**src/rtl/core/rcpfa_pkg.sv**
```systemverilog
`timescale 1ns / 1ps
`default_nettype none
// ----------------------------------------------------------------------------
// rcpfa_pkg - shared types and codes of the page frame allocator
// Request and error codes, the command beat from front to back and the
// result beat from back to the result queue.
// ----------------------------------------------------------------------------
package rcpfa_pkg;

  localparam int unsigned NumPagesDef  = 4096;
  localparam int unsigned PageBytesDef = 4096;

  localparam int unsigned AddrW  = 24;
  localparam int unsigned LimW   = 25;
  localparam int unsigned NumW   = 13;
  localparam int unsigned CntW   = 13;
  localparam int unsigned RefW   = 8;
  localparam int unsigned ReqW   = 3;
  localparam int unsigned ErrW   = 3;
  // page index / page counter width in the command; holds any index derived
  // from a 24-bit address plus one, and any page count of a 25-bit length
  localparam int unsigned CurW   = 25;

  typedef enum logic [ReqW-1:0] {
    REQ_ADD     = 3'd0,
    REQ_RESERVE = 3'd1,
    REQ_ANY     = 3'd2,
    REQ_ADDREF  = 3'd3,
    REQ_FREE    = 3'd4,
    REQ_CONTIG  = 3'd5
  } req_e;

  typedef enum logic [ErrW-1:0] {
    ERR_NONE         = 3'd0,
    ERR_NO_PAGES     = 3'd1,
    ERR_RSV_UNUSABLE = 3'd2,
    ERR_REF_UNUSABLE = 3'd3,
    ERR_FREE_BAD     = 3'd4,
    ERR_REF_OVERFLOW = 3'd5
  } err_e;

  typedef struct packed {
    logic [ReqW-1:0] req;
    logic [CurW-1:0] idx;   // first page of the request
    logic [CurW-1:0] cnt;   // pages to walk, or run length for contiguous
  } cmd_t;

  typedef struct packed {
    logic             ok;
    logic [ErrW-1:0]  err;
    logic [AddrW-1:0] paddr;
    logic [RefW-1:0]  ref_after;
    logic [CntW-1:0]  free_pages;
    logic [CntW-1:0]  total_pages;
  } res_t;

endpackage
`default_nettype wire

```
**src/rtl/core/rcpfa_fifo.sv**
```systemverilog
`timescale 1ns / 1ps
`default_nettype none
// ----------------------------------------------------------------------------
// rcpfa_fifo - short register queue
// Small first-in first-out queue with full/empty flags.
// ----------------------------------------------------------------------------
module rcpfa_fifo #(
  parameter int unsigned DataW = 8,
  parameter int unsigned Depth = 2
) (
  input  wire logic             clk_i,
  input  wire logic             rst_ni,
  input  wire logic             wr_i,
  input  wire logic [DataW-1:0] wdata_i,
  output logic                  full_o,
  input  wire logic             rd_i,
  output logic [DataW-1:0]      rdata_o,
  output logic                  empty_o
);
  localparam int unsigned PtrW = (Depth > 1) ? $clog2(Depth) : 1;
  localparam int unsigned FillW = $clog2(Depth + 1);

  logic [DataW-1:0] mem_q [Depth];
  logic [PtrW-1:0]  wp_q, rp_q;
  logic [FillW-1:0] fill_q;
  logic             do_wr, do_rd;

  assign full_o  = (fill_q == FillW'(Depth));
  assign empty_o = (fill_q == '0);
  assign do_wr   = wr_i && !full_o;
  assign do_rd   = rd_i && !empty_o;
  assign rdata_o = mem_q[rp_q];

  always_ff @(posedge clk_i or negedge rst_ni) begin
    if (!rst_ni) begin
      wp_q   <= '0;
      rp_q   <= '0;
      fill_q <= '0;
    end else begin
      if (do_wr) wp_q <= (wp_q == PtrW'(Depth - 1)) ? '0 : wp_q + 1'b1;
      if (do_rd) rp_q <= (rp_q == PtrW'(Depth - 1)) ? '0 : rp_q + 1'b1;
      if (do_wr && !do_rd) fill_q <= fill_q + 1'b1;
      else if (do_rd && !do_wr) fill_q <= fill_q - 1'b1;
    end
  end

  always_ff @(posedge clk_i) begin
    if (do_wr) mem_q[wp_q] <= wdata_i;
  end

endmodule
`default_nettype wire

```
**src/rtl/core/rcpfa_front.sv**
```systemverilog
`timescale 1ns / 1ps
`default_nettype none
// ----------------------------------------------------------------------------
// rcpfa_front - request intake and classification
// Turns a byte range into a first page and a page count, or takes the page
// count of a contiguous request, and queues the command for the back end.
// ----------------------------------------------------------------------------
module rcpfa_front #(
  parameter int unsigned PAGE_BYTES = rcpfa_pkg::PageBytesDef
) (
  input  wire logic                         clk_i,
  input  wire logic                         rst_ni,
  input  wire logic                         push,
  output logic                              full,
  input  wire logic                         hold_i,
  input  wire logic [rcpfa_pkg::ReqW-1:0]   req_type_i,
  input  wire logic [rcpfa_pkg::AddrW-1:0]  byte_addr_i,
  input  wire logic [rcpfa_pkg::LimW-1:0]   range_limit_i,
  input  wire logic [rcpfa_pkg::NumW-1:0]   page_count_i,
  input  wire logic                         cmd_pop_i,
  output rcpfa_pkg::cmd_t                   cmd_o,
  output logic                              cmd_empty_o
);
  import rcpfa_pkg::*;

  localparam int unsigned OffW = $clog2(PAGE_BYTES);

  cmd_t            cmd;
  logic [OffW-1:0] off;
  logic [CurW-1:0] idx, head, len, rbegin;
  logic [CurW:0]   span;
  logic            q_full, q_wr;
  logic [$bits(cmd_t)-1:0] q_rdata;

  always_comb begin
    off    = byte_addr_i[OffW-1:0];
    idx    = CurW'(byte_addr_i >> OffW);
    head   = CurW'(PAGE_BYTES) - CurW'(off);
    len    = '0;
    rbegin = CurW'(byte_addr_i) & ~CurW'(PAGE_BYTES - 1);
    span   = (CurW + 1)'(range_limit_i - rbegin) + (CurW + 1)'(PAGE_BYTES - 1);
    cmd.req = req_type_i;
    cmd.idx = idx;
    cmd.cnt = '0;
    case (req_type_i)
      REQ_ADD: begin
        // skip the partial first page
        if (off != '0) begin
          cmd.idx = idx + 1'b1;
          if (range_limit_i >= head) begin
            len     = range_limit_i - head;
            cmd.cnt = len >> OffW;
          end
        end else begin
          cmd.cnt = range_limit_i >> OffW;
        end
      end
      REQ_RESERVE: begin
        if (range_limit_i > rbegin) cmd.cnt = CurW'(span >> OffW);
      end
      REQ_CONTIG: begin
        cmd.idx = '0;
        cmd.cnt = CurW'(page_count_i);
      end
      default: begin
        cmd.cnt = '0;
      end
    endcase
  end

  assign full  = q_full || hold_i;
  assign q_wr  = push && !full;
  assign cmd_o = cmd_t'(q_rdata);

  rcpfa_fifo #(
    .DataW ($bits(cmd_t)),
    .Depth (2)
  ) u_cmd_q (
    .clk_i   (clk_i),
    .rst_ni  (rst_ni),
    .wr_i    (q_wr),
    .wdata_i (cmd),
    .full_o  (q_full),
    .rd_i    (cmd_pop_i),
    .rdata_o (q_rdata),
    .empty_o (cmd_empty_o)
  );

endmodule
`default_nettype wire

```
**config.mk**
```make
export PLATFORM = sky130hd
export DESIGN_NAME = rcpfa_front
export DESIGN_NICKNAME = d
export VERILOG_FILES = /design/src/rtl/core/rcpfa_pkg.sv /design/src/rtl/core/rcpfa_fifo.sv /design/src/rtl/core/rcpfa_front.sv
export SDC_FILE = /design/constraint.sdc
export NUM_CORES = 1
export LEC_CHECK = 0
export BUFFER_PORTS_ARGS = -buffer_cell sky130_fd_sc_hd__buf_2
export CORE_MARGIN = 4
export CORE_UTILIZATION = 45
export DETAILED_ROUTE_END_ITERATION = 16
export GPL_TIMING_DRIVEN = 0
export PLACE_DENSITY_LB_ADDON = 0.08
export SLEW_MARGIN = 20
export SYNTH_ARGS = -nofsm -noshare
export SYNTH_HDL_FRONTEND = slang
export SYNTH_SLANG_ARGS = --single-unit
```
**constraint.sdc**
```tcl
create_clock -name clk_i -period 2.8 [get_ports clk_i]
set_input_delay 0.56 -clock clk_i [delete_from_list [all_inputs] [get_ports clk_i]]
set_output_delay 0.56 -clock clk_i [all_outputs]
set_load 0.005 [all_outputs]
```
==> results.sh <==
export IMPL_synth_edf_count=60
export IMPL_final_cells=834
export IMPL_path_clk_slew_ps=50
export IMPL_p_clk_frac=0.320
export IMPL_sw_frac_of_total=0.293
export IMPL_async_reset_ff_frac=0.0625
export IMPL_initial_core_util=0.461
export IMPL_yosysWarningCount=0
export IMPL_antenna_found_initial=0
export IMPL_worstHoldPathType="in -> async"
export IMPL_clockBufferDepth=2
export IMPL_worstSetupStartpointType="input port"
export IMPL_dieArea_sq_um=13500
export IMPL_ctsHoldBuffers=0
export IMPL_power_switching_mw=1.15
export IMPL_rsz0062_at_grt="yes"
export IMPL_cts_tree="yes"
export IMPL_cts_sinks=64
export IMPL_critPathMaxStageDelay_ps=420
export IMPL_routabilityCongestion=0.873
export IMPL_reg2reg_depth=5
export IMPL_cts_buffers=9
export IMPL_placed_cells=793
export IMPL_drc=0
export IMPL_drt_iter0_drc=221
export IMPL_setup_viol=26
export IMPL_yosysTopAreaCell="edfxtp_1"
export IMPL_syn_area_per_cell_sq_um=10.0
export IMPL_vias=4494
export IMPL_ios=125
export IMPL_diodes=0
export IMPL_post_route_util=0.631
export IMPL_grt_pass1_wl_um=21900
export IMPL_dpl_hpwl_um=10800
export IMPL_yosysTopAreaCellShare=0.342
export IMPL_layout_drive_gt1_share=0.401
export IMPL_port_buffers=101
export IMPL_cts_max_level=3
export IMPL_pwr_share_comb=0.358
export IMPL_drt_wl_total_um=14200
export IMPL_maxSlewHeadroom=0.477
export IMPL_max_cap_viol_count=0
export IMPL_status="complete, but fails checks"
export IMPL_crit_chain="buf_2, inv_4, nand2_4, nor4_4, xor2_1, ha_1, a211oi_2, a21oi_2, a221oi_4, a211oi_2, or3_4, o21ai_4, buf_6, a21oi_2, a211o_1"
export IMPL_drt_first_pass_iters=4
export IMPL_seq_power_share=0.322
export IMPL_fin_crit_sh=1.19
export IMPL_cp_data_arrival_time_ps=3390
export IMPL_setup_ws_ps=-531
export IMPL_grt_overflow=0
export IMPL_synthCells=525
export IMPL_grt_use_total=0.210
export IMPL_finalClockSkew_ps=3.51
export IMPL_period_needed_ps=3330
export IMPL_rows=39
export IMPL_die_h_um=116
export IMPL_synth_area_leaders="edfxtp_1 34%, ha_1 14%, mux2_2 6.4%, xnor2_1 4.2%, inv_1 4.1%"
export IMPL_rrSetupSlack_ps=1040
export IMPL_grt_max_degree=21
export IMPL_syn_area_sq_um=5270
export IMPL_ant_nets=0
export IMPL_r2r_start="u_cmd_q.fill_q[0]"
export IMPL_fmax_mhz=300
export IMPL_worst_pin_slew_ps=782
export IMPL_clock_latency_ps=320
export IMPL_cts_root_buf="clkbuf_16"
export IMPL_ir_drop_uv=602
export IMPL_worstSetupPathType="in -> reg"
export IMPL_internal_power_mw=2.78
export IMPL_p_leak_nw=3.11
export IMPL_die_w_um=116
export IMPL_pre_cts_ws_ps=-1010
export IMPL_critPathCaptureType="flip-flop"
export IMPL_final_nets=818
export IMPL_vias_per_cell=5.39
export IMPL_required_ps=2860
export IMPL_drv_slew=0
export IMPL_ys_flop_type="edfxtp_1"
export IMPL_core_area_sq_um=11400
export IMPL_synth_cell_types=68
export IMPL_hold_viol=0
export IMPL_crit_path_top_delay_cell="or3_4"
export IMPL_ys_seq_area_frac=0.361
export IMPL_wl_per_cell_um=17.0
export IMPL_ys_seq_elements=64
export IMPL_worstReg2RegEnd="u_cmd_q.mem_q[0][29]"
export IMPL_syn_to_final_growth_pct=36.8
export IMPL_violations="setup timing"
export IMPL_grt_pass1_vias=4574
export IMPL_path_max_fanout=3
export IMPL_power_mw=3.94
export IMPL_power_density_nw_per_um2=546
-- what timing repair did --
item,in CTS,in global routing
resized for setup,55,39
cloned,1,0
pin swaps,33,28
setup endpoints to repair,28,32
setup buffers,16,9
-- cells in the mapped netlist, drive strengths merged (2+ instances only) --
cell	count
edfxtp	60
inv	58
ha	57
nand2	37
mux2	30
buf	29
nor2	27
xnor2	25
a21oi	22
o21ai	22
nand3	14
nor3	14
xor2	10
nand4	9
nor4	7
o211ai	6
or3	6
a31oi	5
fa	5
mux2i	5
nor2b	5
o221ai	5
o31ai	5
or4	5
a211o	4
a211oi	4
and3	4
dfrtp	4
a21o	3
a2bb2oi	3
nand2b	3
a31o	2
clkbuf	2
nand3b	2
nor3b	2
nor4bb	2
o21ba	2
o21bai	2
or2	2
-- metrics by stage --
stage | instance area (sq um) | hold WS, ps | TNS (ps)
detailed placement | 6240 | 373 | -25420
CTS | 6950 | 23.5 | -6390
global route | 7200 | 21.3 | -14100
floorplan | 5490 | 264 | -7890
global placement | 6170 | 368 | -43300
finish | 7200 | 33.4 | -11840
-- cell usage in the layout, fill, tap and decap left out, types with 22 or more instances in the layout --
cell type / instances
edfxtp_1: 60
buf_2: 92
buf_4: 46
conb_1: 23
inv_1: 49
nor2_1: 22
xnor2_1: 24
mux2_2: 30
ha_1: 47
nand2_1: 35
-- worst max-delay path: cells and delay by family --
kind                     cells  cell delay [ps]
adder cells (fa/ha/maj)      1              310
AO/OA/AOI/OAI                7             1320
buffers and inverters        3              320
XOR/XNOR                     1              240
AND/OR/NAND/NOR              3              640
-- per-layer routing --
| metal | GRT usage | routed length, um | up-vias |
|---|---|---|---|
| met5 | 0 | 0 | - |
| met4 | 0.0634 | 285 | 0 |
| met3 | 0.0420 | 781 | 17 |
| met2 | 0.395 | 7550 | 130 |
| met1 | 0.239 | 5540 | 2150 |
| li1 | - | - | 2197 |
-- worst max path at each step --
stage | from | endpoint | slack (ps)
after CTS | byte_addr_i[4] | u_cmd_q.mem_q[0][1] | -320
after floorplan | byte_addr_i[3] | u_cmd_q.mem_q[0][5] | -410
final | byte_addr_i[0] | u_cmd_q.mem_q[1][8] | -530
after detailed placement | byte_addr_i[3] | u_cmd_q.mem_q[1][1] | -1010
after global routing | byte_addr_i[0] | u_cmd_q.mem_q[0][8] | -610
after global placement | byte_addr_i[3] | u_cmd_q.mem_q[0][1] | -960
-- layout make-up --
| type | count | area (sq um) |
|---|---|---|
| fillers | 933 | 4220 |
| multi-input cells | 394 | 3480 |
| flip-flops and latches | 64 | 1900 |
| repair buffers | 128 | 835 |
| clock buffers | 14 | 284 |
| inverters | 58 | 245 |
| plain buffers | 31 | 219 |
| well taps | 143 | 179 |
| clock inverters | 2 | 60.1 |
-- kinds of logic after synthesis --
kind of cell / Yosys count / synth area share
DFF: 64 / 0.361
other: 1 / 0.000712
muxes: 35 / 0.0737
xor gates and xnor gates: 35 / 0.0582
buffers and inverters: 89 / 0.0822
and+or+nand+nor: 144 / 0.145
adders and majority gates: 62 / 0.154
AOI/OAI and AO/OA: 95 / 0.124
-- power groups by stage --
stage | logic, mW | clock network [mW] | registers, mW
after floorplan | 0.824 | 0 | 1.27
after global placement | 1.23 | 0 | 1.28
after detailed placement | 1.30 | 0 | 1.29
after CTS | 1.37 | 1.28 | 1.27
after global routing | 1.55 | 1.33 | 1.28
final | 1.41 | 1.26 | 1.27
-- state kept, by name, indices dropped and copies added (netlist names) --
register,flops
u_cmd_q.wp_q,1
u_cmd_q.fill_q,2
u_cmd_q.mem_q,60
u_cmd_q.rp_q,1
Power figures use the tool's default switching activity.
