### config.mk
export PLATFORM = sky130hd
export DESIGN_NAME = rcpfa_fifo
export DESIGN_NICKNAME = d
export VERILOG_FILES = /design/src/rtl/core/rcpfa_fifo.sv
export SDC_FILE = /design/constraint.sdc
export NUM_CORES = 1
export LEC_CHECK = 0
export BUFFER_PORTS_ARGS = -buffer_cell sky130_fd_sc_hd__buf_2
export CELL_PAD_IN_SITES_DETAIL_PLACEMENT = 0
export CELL_PAD_IN_SITES_GLOBAL_PLACEMENT = 1
export CORE_UTILIZATION = 40
export DETAILED_ROUTE_END_ITERATION = 12
export PLACE_DENSITY = 0.73
export SYNTH_ARGS = -nofsm -noshare
export SYNTH_HDL_FRONTEND = slang
export SYNTH_SLANG_ARGS = --single-unit
### constraint.sdc
create_clock -name clk_i -period 1.63 [get_ports clk_i]
set_clock_uncertainty 0.05 [all_clocks]
set_input_delay 0.326 -clock clk_i [delete_from_list [all_inputs] [get_ports clk_i]]
set_output_delay 0.326 -clock clk_i [all_outputs]
set_load 0.05 [all_outputs]
### src/rtl/core/rcpfa_fifo.sv
`timescale 1ns / 1ps
`default_nettype none
// ----------------------------------------------------------------------------
// rcpfa_fifo - short register queue
// Small first-in first-out queue with full/empty flags.
// ----------------------------------------------------------------------------
module rcpfa_fifo #(
  parameter int unsigned DataW = 8,
  parameter int unsigned Depth = 2
) (
  input  wire logic             clk_i,
  input  wire logic             rst_ni,
  input  wire logic             wr_i,
  input  wire logic [DataW-1:0] wdata_i,
  output logic                  full_o,
  input  wire logic             rd_i,
  output logic [DataW-1:0]      rdata_o,
  output logic                  empty_o
);
  localparam int unsigned PtrW = (Depth > 1) ? $clog2(Depth) : 1;
  localparam int unsigned FillW = $clog2(Depth + 1);

  logic [DataW-1:0] mem_q [Depth];
  logic [PtrW-1:0]  wp_q, rp_q;
  logic [FillW-1:0] fill_q;
  logic             do_wr, do_rd;

  assign full_o  = (fill_q == FillW'(Depth));
  assign empty_o = (fill_q == '0);
  assign do_wr   = wr_i && !full_o;
  assign do_rd   = rd_i && !empty_o;
  assign rdata_o = mem_q[rp_q];

  always_ff @(posedge clk_i or negedge rst_ni) begin
    if (!rst_ni) begin
      wp_q   <= '0;
      rp_q   <= '0;
      fill_q <= '0;
    end else begin
      if (do_wr) wp_q <= (wp_q == PtrW'(Depth - 1)) ? '0 : wp_q + 1'b1;
      if (do_rd) rp_q <= (rp_q == PtrW'(Depth - 1)) ? '0 : rp_q + 1'b1;
      if (do_wr && !do_rd) fill_q <= fill_q + 1'b1;
      else if (do_rd && !do_wr) fill_q <= fill_q - 1'b1;
    end
  end

  always_ff @(posedge clk_i) begin
    if (do_wr) mem_q[wp_q] <= wdata_i;
  end

endmodule
`default_nettype wire

==> reports/summary.md, run 1 <==
In the final design database the tool counted 90 nets. At the later pin of the worst-skew pair, clock insertion delay measures 0.29 ns. The first global-routing pass estimated 2.12 mm of wire. The total area inside the core boundary comes to 0.00178 mm^2.

Derived from the worst setup path, the maximum achievable clock frequency is 0.588 GHz. The logs give 15 for the standard-cell row count and 101 for the non-filler instance count after layout. Setup repair after global routing could not meet its margin everywhere. Entering global routing, the biggest net connects 12 pins. The final cell utilization of the core was 61.4%. The synthesized netlist contains 15 unique library cells. The final non-filler cell area is 0.00109 mm^2. The class of the tightest hold or removal check is primary input to flip-flop. The congestion estimate from routability-driven global placement came to 0.630. The logs give 2 for the largest buffer count on any clock path and 3 for the number of DRC violations after detailed-routing iteration 0. In this run, synthesis produced a sequential element count of 20. Global routing consumed, on the met2 layer, 27.6% of the routing resources. In this run the critical register-to-register path is launched from fill_q[0]$_DFFE_PN0P_. Global routing used 15.9% of the available tracks. The number of global-route vias before repair is 454. The flow ran to the end, but the final reports show violations. In the routed layout, each cell is associated on average with a via count of 4.64.

The share of post-route cells with drive strength above 1 was 56.6%; the share of the clock period used by the worst path was 104%. met2 is the most crowded layer. The worst register-to-register path ends at fill_q[1]$_DFFE_PN0P_. The number of sinks driven by the clock tree is 20. The signal on the critical path passes through buf_6, mux2_4, buf_6. The tools report the reported leakage power as 0.000473 uW. For the number of hold violations in the final report, the log shows 0. OpenSTA, run right after detailed placement, puts the worst setup slack at 0.0897 ns. Setup violations remaining at the end of the flow were counted as 8.

The number of buffers added by the clock tree synthesis step was 3. The tools report the worst-case hold path end point as mem_q[1][1]$_DFFE_PP_. In this design, the critical path's most frequently occurring cell is sky130_fd_sc_hd__buf_6. 22 I/O pins were placed. The placed instances occupy a cell area of 921 um^2. On the critical path the largest part of the delay comes from flip-flops. The maximum fanout along the worst path was 4; the synthesized instance count was 44. The number of cells on the worst reg-to-reg path is 6.

Data on the critical path is required at its endpoint by 1.25 ns. In this run the tightest slew margin relative to its limit is 73.5%. Across the run, the number of max-cap violations was 0. The power density of the placed cells is 2140 mW/mm^2, and the total DRC errors in the routed layout is 0.

The worst setup path is launched from a flip-flop. The checks that failed: setup timing. In this run the clock root is driven by a sky130_fd_sc_hd__clkbuf_4.

The detailed router placed 469 vias in this run. The post-detailed-route wirelength per cell works out to 14.1 um. TritonCTS built the clock tree. For this run, the detailed router's first-pass iteration total came to 4. The largest individual stage delay along the critical path comes from the cell sky130_fd_sc_hd__dfrtp_2. Largest vdd supply drop: 0.927 mV.

The time the final worst path needs with I/O delays and setup is 1.70 ns. The largest single stage delay on the critical path is 0.44 ns. The tools report the critical path capture point type as an output pin. Number of warnings reported in the yosys synthesis log: 0. The number of slew-limit violations in the final report is 0, and the count of buffering cells on the critical path with inverters included is 2. Data arrives at the worst endpoint at 1.33 ns. The total overflow left after global routing is 0. The run gives 0 as the antenna cell count. The die covers 0.00214 mm^2. Dividing the synthesized area by the synthesized cell count gives 17.8 um^2.

The logs give -0.0718 ns for the post-route worst setup slack and 74.2% for the register area share after synthesis. Compared with the post-synthesis result, the final layout area differs by 40.0%. The tools report the number of antenna violations at the first check in global routing as 0. The number of nets handed over by synthesis was 57.

Global routing consumed, on the met3 layer, 4.71% of the routing resources. The startpoint-to-endpoint class of the critical path is flip-flop to output pin. The total wirelength of the detailed-routed design was 1.42 mm. The post-CTS clock slew at the launch and capture registers of the worst setup and hold paths is 0.10 ns, and the measured slew at the worst slew-check pin is 0.398 ns. The number of input and output port buffers inserted was 21. The instance count after placement with tap cells included was 90. In this run the cell area of the synthesized design comes to 782 um^2. The post-layout total power is 2340 uW. The die is 46.2 um tall. The chip width is 46.2 um, and the number of routed nets with antenna violations is 0.

In this run the most critical hold path is launched from wdata_i[1]. The worst hold path stage count was 1; the met1 routing resource usage after global routing was 16.2%. The number of H-tree levels was 1; the internal reg-to-reg setup slack was 0.12 ns.

Counting the fill cells in the layout gives 132. Once the floorplan was initialized, standard cells occupied 43.9% of the core.
[worst max path at each step]
| stage | from | endpoint | slack, ns | cells after the start |
|---|---|---|---|---|
| 2_1_floorplan | fill_q[0]$_DFFE_PN0P_ | empty_o | 0.19 | 1 |
| 3_3_place_gp | rp_q$_DFFE_PN0P_ | rdata_o[6] | 0.09 | 2 |
| 3_5_place_dp | fill_q[0]$_DFFE_PN0P_ | fill_q[1]$_DFFE_PN0P_ | 0.09 | 6 |
| 4_1_cts | rp_q$_DFFE_PN0P_ | rdata_o[6] | -0.07 | 3 |
| 5_1_grt | rp_q$_DFFE_PN0P_ | rdata_o[0] | -0.14 | 3 |
| 6_report | rp_q$_DFFE_PN0P_ | rdata_o[0] | -0.07 | 3 |
[area by class of cell]
class                   instances  area [um^2]  area share [%]
multi-input cells              21          211            19.3
well taps                      25         31.3            2.86
clock buffers                   4         26.3            2.40
repair buffers                 29          235            21.5
flip-flops and latches         20          583            53.3
inverters                       2         7.51           0.686
[cells in the final DEF (no fill, tap or decap), types with 2 or more instances in the layout]
| cell type | synthesis | final |
|---|---|---|
| sky130_fd_sc_hd__buf_2 | 1 | 12 |
| sky130_fd_sc_hd__buf_4 | 0 | 6 |
| sky130_fd_sc_hd__buf_6 | 0 | 8 |
| sky130_fd_sc_hd__buf_8 | 0 | 2 |
| sky130_fd_sc_hd__clkbuf_4 | 0 | 3 |
| sky130_fd_sc_hd__dfrtp_1 | 4 | 2 |
| sky130_fd_sc_hd__dfrtp_2 | 0 | 2 |
| sky130_fd_sc_hd__edfxtp_1 | 16 | 16 |
| sky130_fd_sc_hd__inv_1 | 2 | 2 |
| sky130_fd_sc_hd__mux2_2 | 2 | 2 |
| sky130_fd_sc_hd__mux2_4 | 0 | 6 |
| sky130_fd_sc_hd__nor2_1 | 3 | 3 |
| sky130_fd_sc_hd__xnor2_1 | 2 | 2 |
| sky130_fd_sc_hd__xor2_1 | 2 | 2 |
[cells in the mapped netlist]
master	n	area, um^2
sky130_fd_sc_hd__nand2b_1	1	6.26
sky130_fd_sc_hd__o21ai_1	1	5.00
sky130_fd_sc_hd__buf_2	1	5.00
sky130_fd_sc_hd__dfrtp_1	4	100
sky130_fd_sc_hd__xnor2_1	2	17.5
sky130_fd_sc_hd__and3_1	1	6.26
sky130_fd_sc_hd__edfxtp_1	16	480
sky130_fd_sc_hd__mux2_2	2	22.5
sky130_fd_sc_hd__xor2_1	2	17.5
sky130_fd_sc_hd__inv_1	2	7.51
sky130_fd_sc_hd__mux2_1	6	67.6
sky130_fd_sc_hd__nand2_2	1	6.26
sky130_fd_sc_hd__ha_1	1	12.5
sky130_fd_sc_hd__nor2_1	3	11.3
sky130_fd_sc_hd__xnor2_2	1	16.3
[layer usage]
layer	up-vias	routed length [um]	share of wire (%)
met3	4	22	1.5
met2	8	825	58
met1	234	545	38
met5	-	0	0
li1	223	-	-
met4	0	30	2.1
[sequential cells by signal (all words and copies together) (netlist names)]
| name | flops |
|---|---|
| fill_q | 2 |
| mem_q | 16 |
| rp_q | 1 |
| wp_q | 1 |
[per-stage QoR]
stage / setup TNS [ns] / hold slack [ns]
after floorplan: 0 / -0.0196
after global placement: 0 / 0.0879
after detailed placement: 0 / 0.0887
after CTS: -0.516 / 0.155
after global routing: -1.00 / 0.132
final: -0.475 / 0.171
[where the power goes]
group,switching (uW),total (uW),internal [uW]
clock network,136,231,95.1
registers,80.7,800,720
logic,730,1310,578
[repair_timing]
item	CTS	global route
hold endpoints to repair	4	0
buffers inserted	4	2
endpoints found under the setup margin	9	10
hold buffers	1	0
resized for setup	29	1
[kinds of logic (layout without fill, tap and decap cells)]
group,after synthesis,in the layout,share of synthesized area (%)
xor+xnor,5,5,6.56
mux,8,8,11.5
simple gates,6,6,3.84
compound gates,1,1,0.639
flops,20,20,74.2
buf+inv,3,35,1.60
fa+ha+maj,1,1,1.60
[worst register-to-register path, stage by stage, from the launching register on]
cell,delay (ns)
sky130_fd_sc_hd__dfrtp_2,0.43
sky130_fd_sc_hd__nand2b_1,0.18
sky130_fd_sc_hd__nand2_2,0.13
sky130_fd_sc_hd__inv_1,0.05
sky130_fd_sc_hd__ha_1,0.30
sky130_fd_sc_hd__nor2_1,0.14
sky130_fd_sc_hd__xor2_1,0.15
No activity file was read; power rests on OpenSTA's default activity.
==> run 2, diff against run 1 <==
- PLACE_DENSITY: 0.73 -> default
- PLACE_DENSITY_LB_ADDON: default -> 0.05
==> reports/summary.md, run 2 (synthesis results as in run 1) <==
The post-layout total power is 2460 uW (+5.2%). The run finished, with violations left. The number of filler instances in the final layout came out at 129 (-2.3%). The maximum fanout along the worst path was 4 (unchanged); the number of max-capacitance violations reported was 0 (unchanged).

The run gives 0.00214 mm^2 (unchanged) as the total die area. The largest registers in the layout are mem_q x16, fill_q x2. Setup repair after global routing could not meet its margin everywhere. For the data arrival time at the worst-slack endpoint, the log shows 1.34 ns (about the same).

The post-detailed-placement cell area is 928 um^2 (+0.82%), and the global-route wire length before repair is 1.78 mm (-16%). The non-filler instance count after layout is 101 (unchanged), and the number of flip-flops under the largest register name is 16 (unchanged). The path with the worst hold slack has its endpoint at mem_q[1][1]$_DFFE_PP_. The highest clock frequency the design can meet is 0.582 GHz (-0.95%).

The required time reported for the critical path endpoint is 1.25 ns (about the same), and the number of antenna violations at the first check in global routing is 0 (unchanged). The post-detailed-route wirelength per cell was 11.1 um (-21%). The tools report the antenna cell count as 0 (unchanged).

The tools report the number of H-tree levels as 1 (unchanged). For the final non-filler cell area, the log shows 0.00112 mm^2 (+2.4%). The startpoint-to-endpoint class of the critical path was flip-flop to output pin. For the detailed placer's ending HPWL, the log shows 748 um.

The largest vdd supply drop was 1.18 mV (+27%). The startpoint identified for the worst hold timing path is wdata_i[1]. Number of buffers added by the clock tree synthesis step: 3 (unchanged).

The tools report the sum of overflow across all layers after global routing as 0 (unchanged). The endpoint identified for the worst register-to-register timing path is fill_q[1]$_DFFE_PN0P_. The run gives 454 (-3.2%) as the total vias in the final route. The logs give 0 (unchanged) for the number of hold violations in the final report and -0.0881 ns (-0.0163 ns) for the post-route worst setup slack. Number of optimization iterations in the first detailed-route pass: 3 (-1).

The tools report the global placer's final weighted congestion as 0.644 (+2.3%). CTS placed an instance of sky130_fd_sc_hd__clkbuf_4 at the clock tree root. The number of input and output port buffers inserted came out at 21 (unchanged).

The chip width is 46.2 um (unchanged). The time the final worst path needs with I/O delays and setup was 1.72 ns (+0.0163 ns). The post-CTS clock slew at the launch and capture registers of the worst setup and hold paths works out to 0.11 ns (about the same). The measured slew at the worst slew-check pin is 0.389 ns (-0.00918 ns).

The internal reg-to-reg setup slack is 0.14 ns (+0.02 ns), and the number of routed nets with antenna violations is 0 (unchanged). The logs give 0 (unchanged) for the number of slew-limit violations in the final report and 0.00178 mm^2 (unchanged) for the core area. The tools report the number of placed I/O pins as 22 (unchanged). The number of sinks driven by the clock tree came out at 20 (unchanged). The share of post-route cells with drive strength above 1 is 57.9% (+1.3 points), and the worst slew margin relative to its limit is 74.1% (+0.61 points). For the final cell utilization of the core, the log shows 62.9% (+1.5 points). The type of element launching the critical path is a flip-flop. Leaving out fill and tap cells, the most frequent cells in the layout are sky130_fd_sc_hd__edfxtp_1, sky130_fd_sc_hd__buf_2, sky130_fd_sc_hd__buf_6.

Largest buffer count on any clock path: 2 (unchanged). The die outline height was 46.2 um (unchanged); the standard-cell row count was 15 (unchanged). The final reports fail on setup timing. The worst setup path is captured at an output pin. Leaving out fill and tap cells, the most frequent cell in the layout is sky130_fd_sc_hd__edfxtp_1.

Length in cells of the worst reg-to-reg path: 6 (unchanged). The startpoint identified for the worst register-to-register timing path is fill_q[0]$_DFFE_PN0P_. The run gives 0 (unchanged) as the total DRC errors in the routed layout.

The run gives 13 (+1) as the pin count of the biggest net entering global routing. For the number of DRC violations after detailed-routing iteration 0, the log shows 11 (+8). For the reported leakage power, the log shows 0.000486 uW (+2.8%). The share of the clock period used by the worst path was 105% (+1.0 points). mem_q holds more flip-flops than any other register. Setup TNS: -0.623 ns (-0.147 ns). The average via count per standard cell is 4.50 (-3.2%), and the number of global-route vias before repair is 420 (-7.5%). The path class of the tightest hold or removal check is primary input to flip-flop. The instance count after placement with tap cells included is 91 (+1.1%), and the global-route usage over all layers is 13.1% (-2.7 points). The worst hold path stage count works out to 1 (unchanged). The total wirelength of the detailed-routed design came out at 1.12 mm (-21%). The clock insertion delay at the later pin of the skew report was 0.30 ns (about the same). The power density of the placed cells is 2200 mW/mm^2 (+2.8%). The area growth from synthesis to layout is 43.4%. TritonCTS built the clock tree. Final setup violation count: 8 (unchanged). The initial core utilization is 43.9% (unchanged). The tools report the count of nets after finishing as 90 (unchanged).
run 2: where the power goes:
group	internal [uW]	total, uW	switching, uW
clock network	249	392	144
registers	720	801	81.8
logic	571	1270	697
total	1540	2460	922
run 2: cell type report:
class	instances	area (um^2)	share of cell area [%]
inverters	2	7.51	0.670
clock inverters	1	30.0	2.68
clock buffers	3	22.5	2.01
multi-input cells	21	211	18.9
well taps	25	31.3	2.79
flip-flops and latches	20	583	52.0
repair buffers	29	235	21.0
run 2: worst max path at each step:
stage	startpoint	to	cells after the start
after floorplan	fill_q[0]$_DFFE_PN0P_	empty_o	1
after global placement	rp_q$_DFFE_PN0P_	rdata_o[0]	2
after detailed placement	rp_q$_DFFE_PN0P_	rdata_o[2]	2
after CTS	rp_q$_DFFE_PN0P_	rdata_o[0]	3
after global routing	rp_q$_DFFE_PN0P_	rdata_o[3]	3
final	rp_q$_DFFE_PN0P_	rdata_o[3]	3
run 2: metal layers:
metal	up-vias	track usage (%)	wire, um
li1	223	-	-
met1	219	13.6	442
met2	12	22.5	630
met3	0	3.92	49
met4	0	8.82	0
met5	-	0	0
run 2: worst max-delay path: stages, from the launching register on:
cell	delay [ns]
sky130_fd_sc_hd__dfrtp_2	0.45
sky130_fd_sc_hd__buf_6	0.14
sky130_fd_sc_hd__mux2_4	0.30
sky130_fd_sc_hd__buf_8	0.15
run 2: timing repair:
action                     4_1_cts  5_1_grt
setup buffers                    4        1
resized for setup               29        1
setup endpoints to repair        9       10
gates cloned                     0        0
hold buffers                     1        0
hold endpoints to repair         4        0
run 2: metrics by stage:
stage	hold WS [ns]	setup slack, ns
floorplan	-0.0196	0.187
global placement	0.0911	0.107
detailed placement	0.0911	0.0971
CTS	0.149	-0.0842
global route	0.131	-0.137
finish	0.158	-0.0881
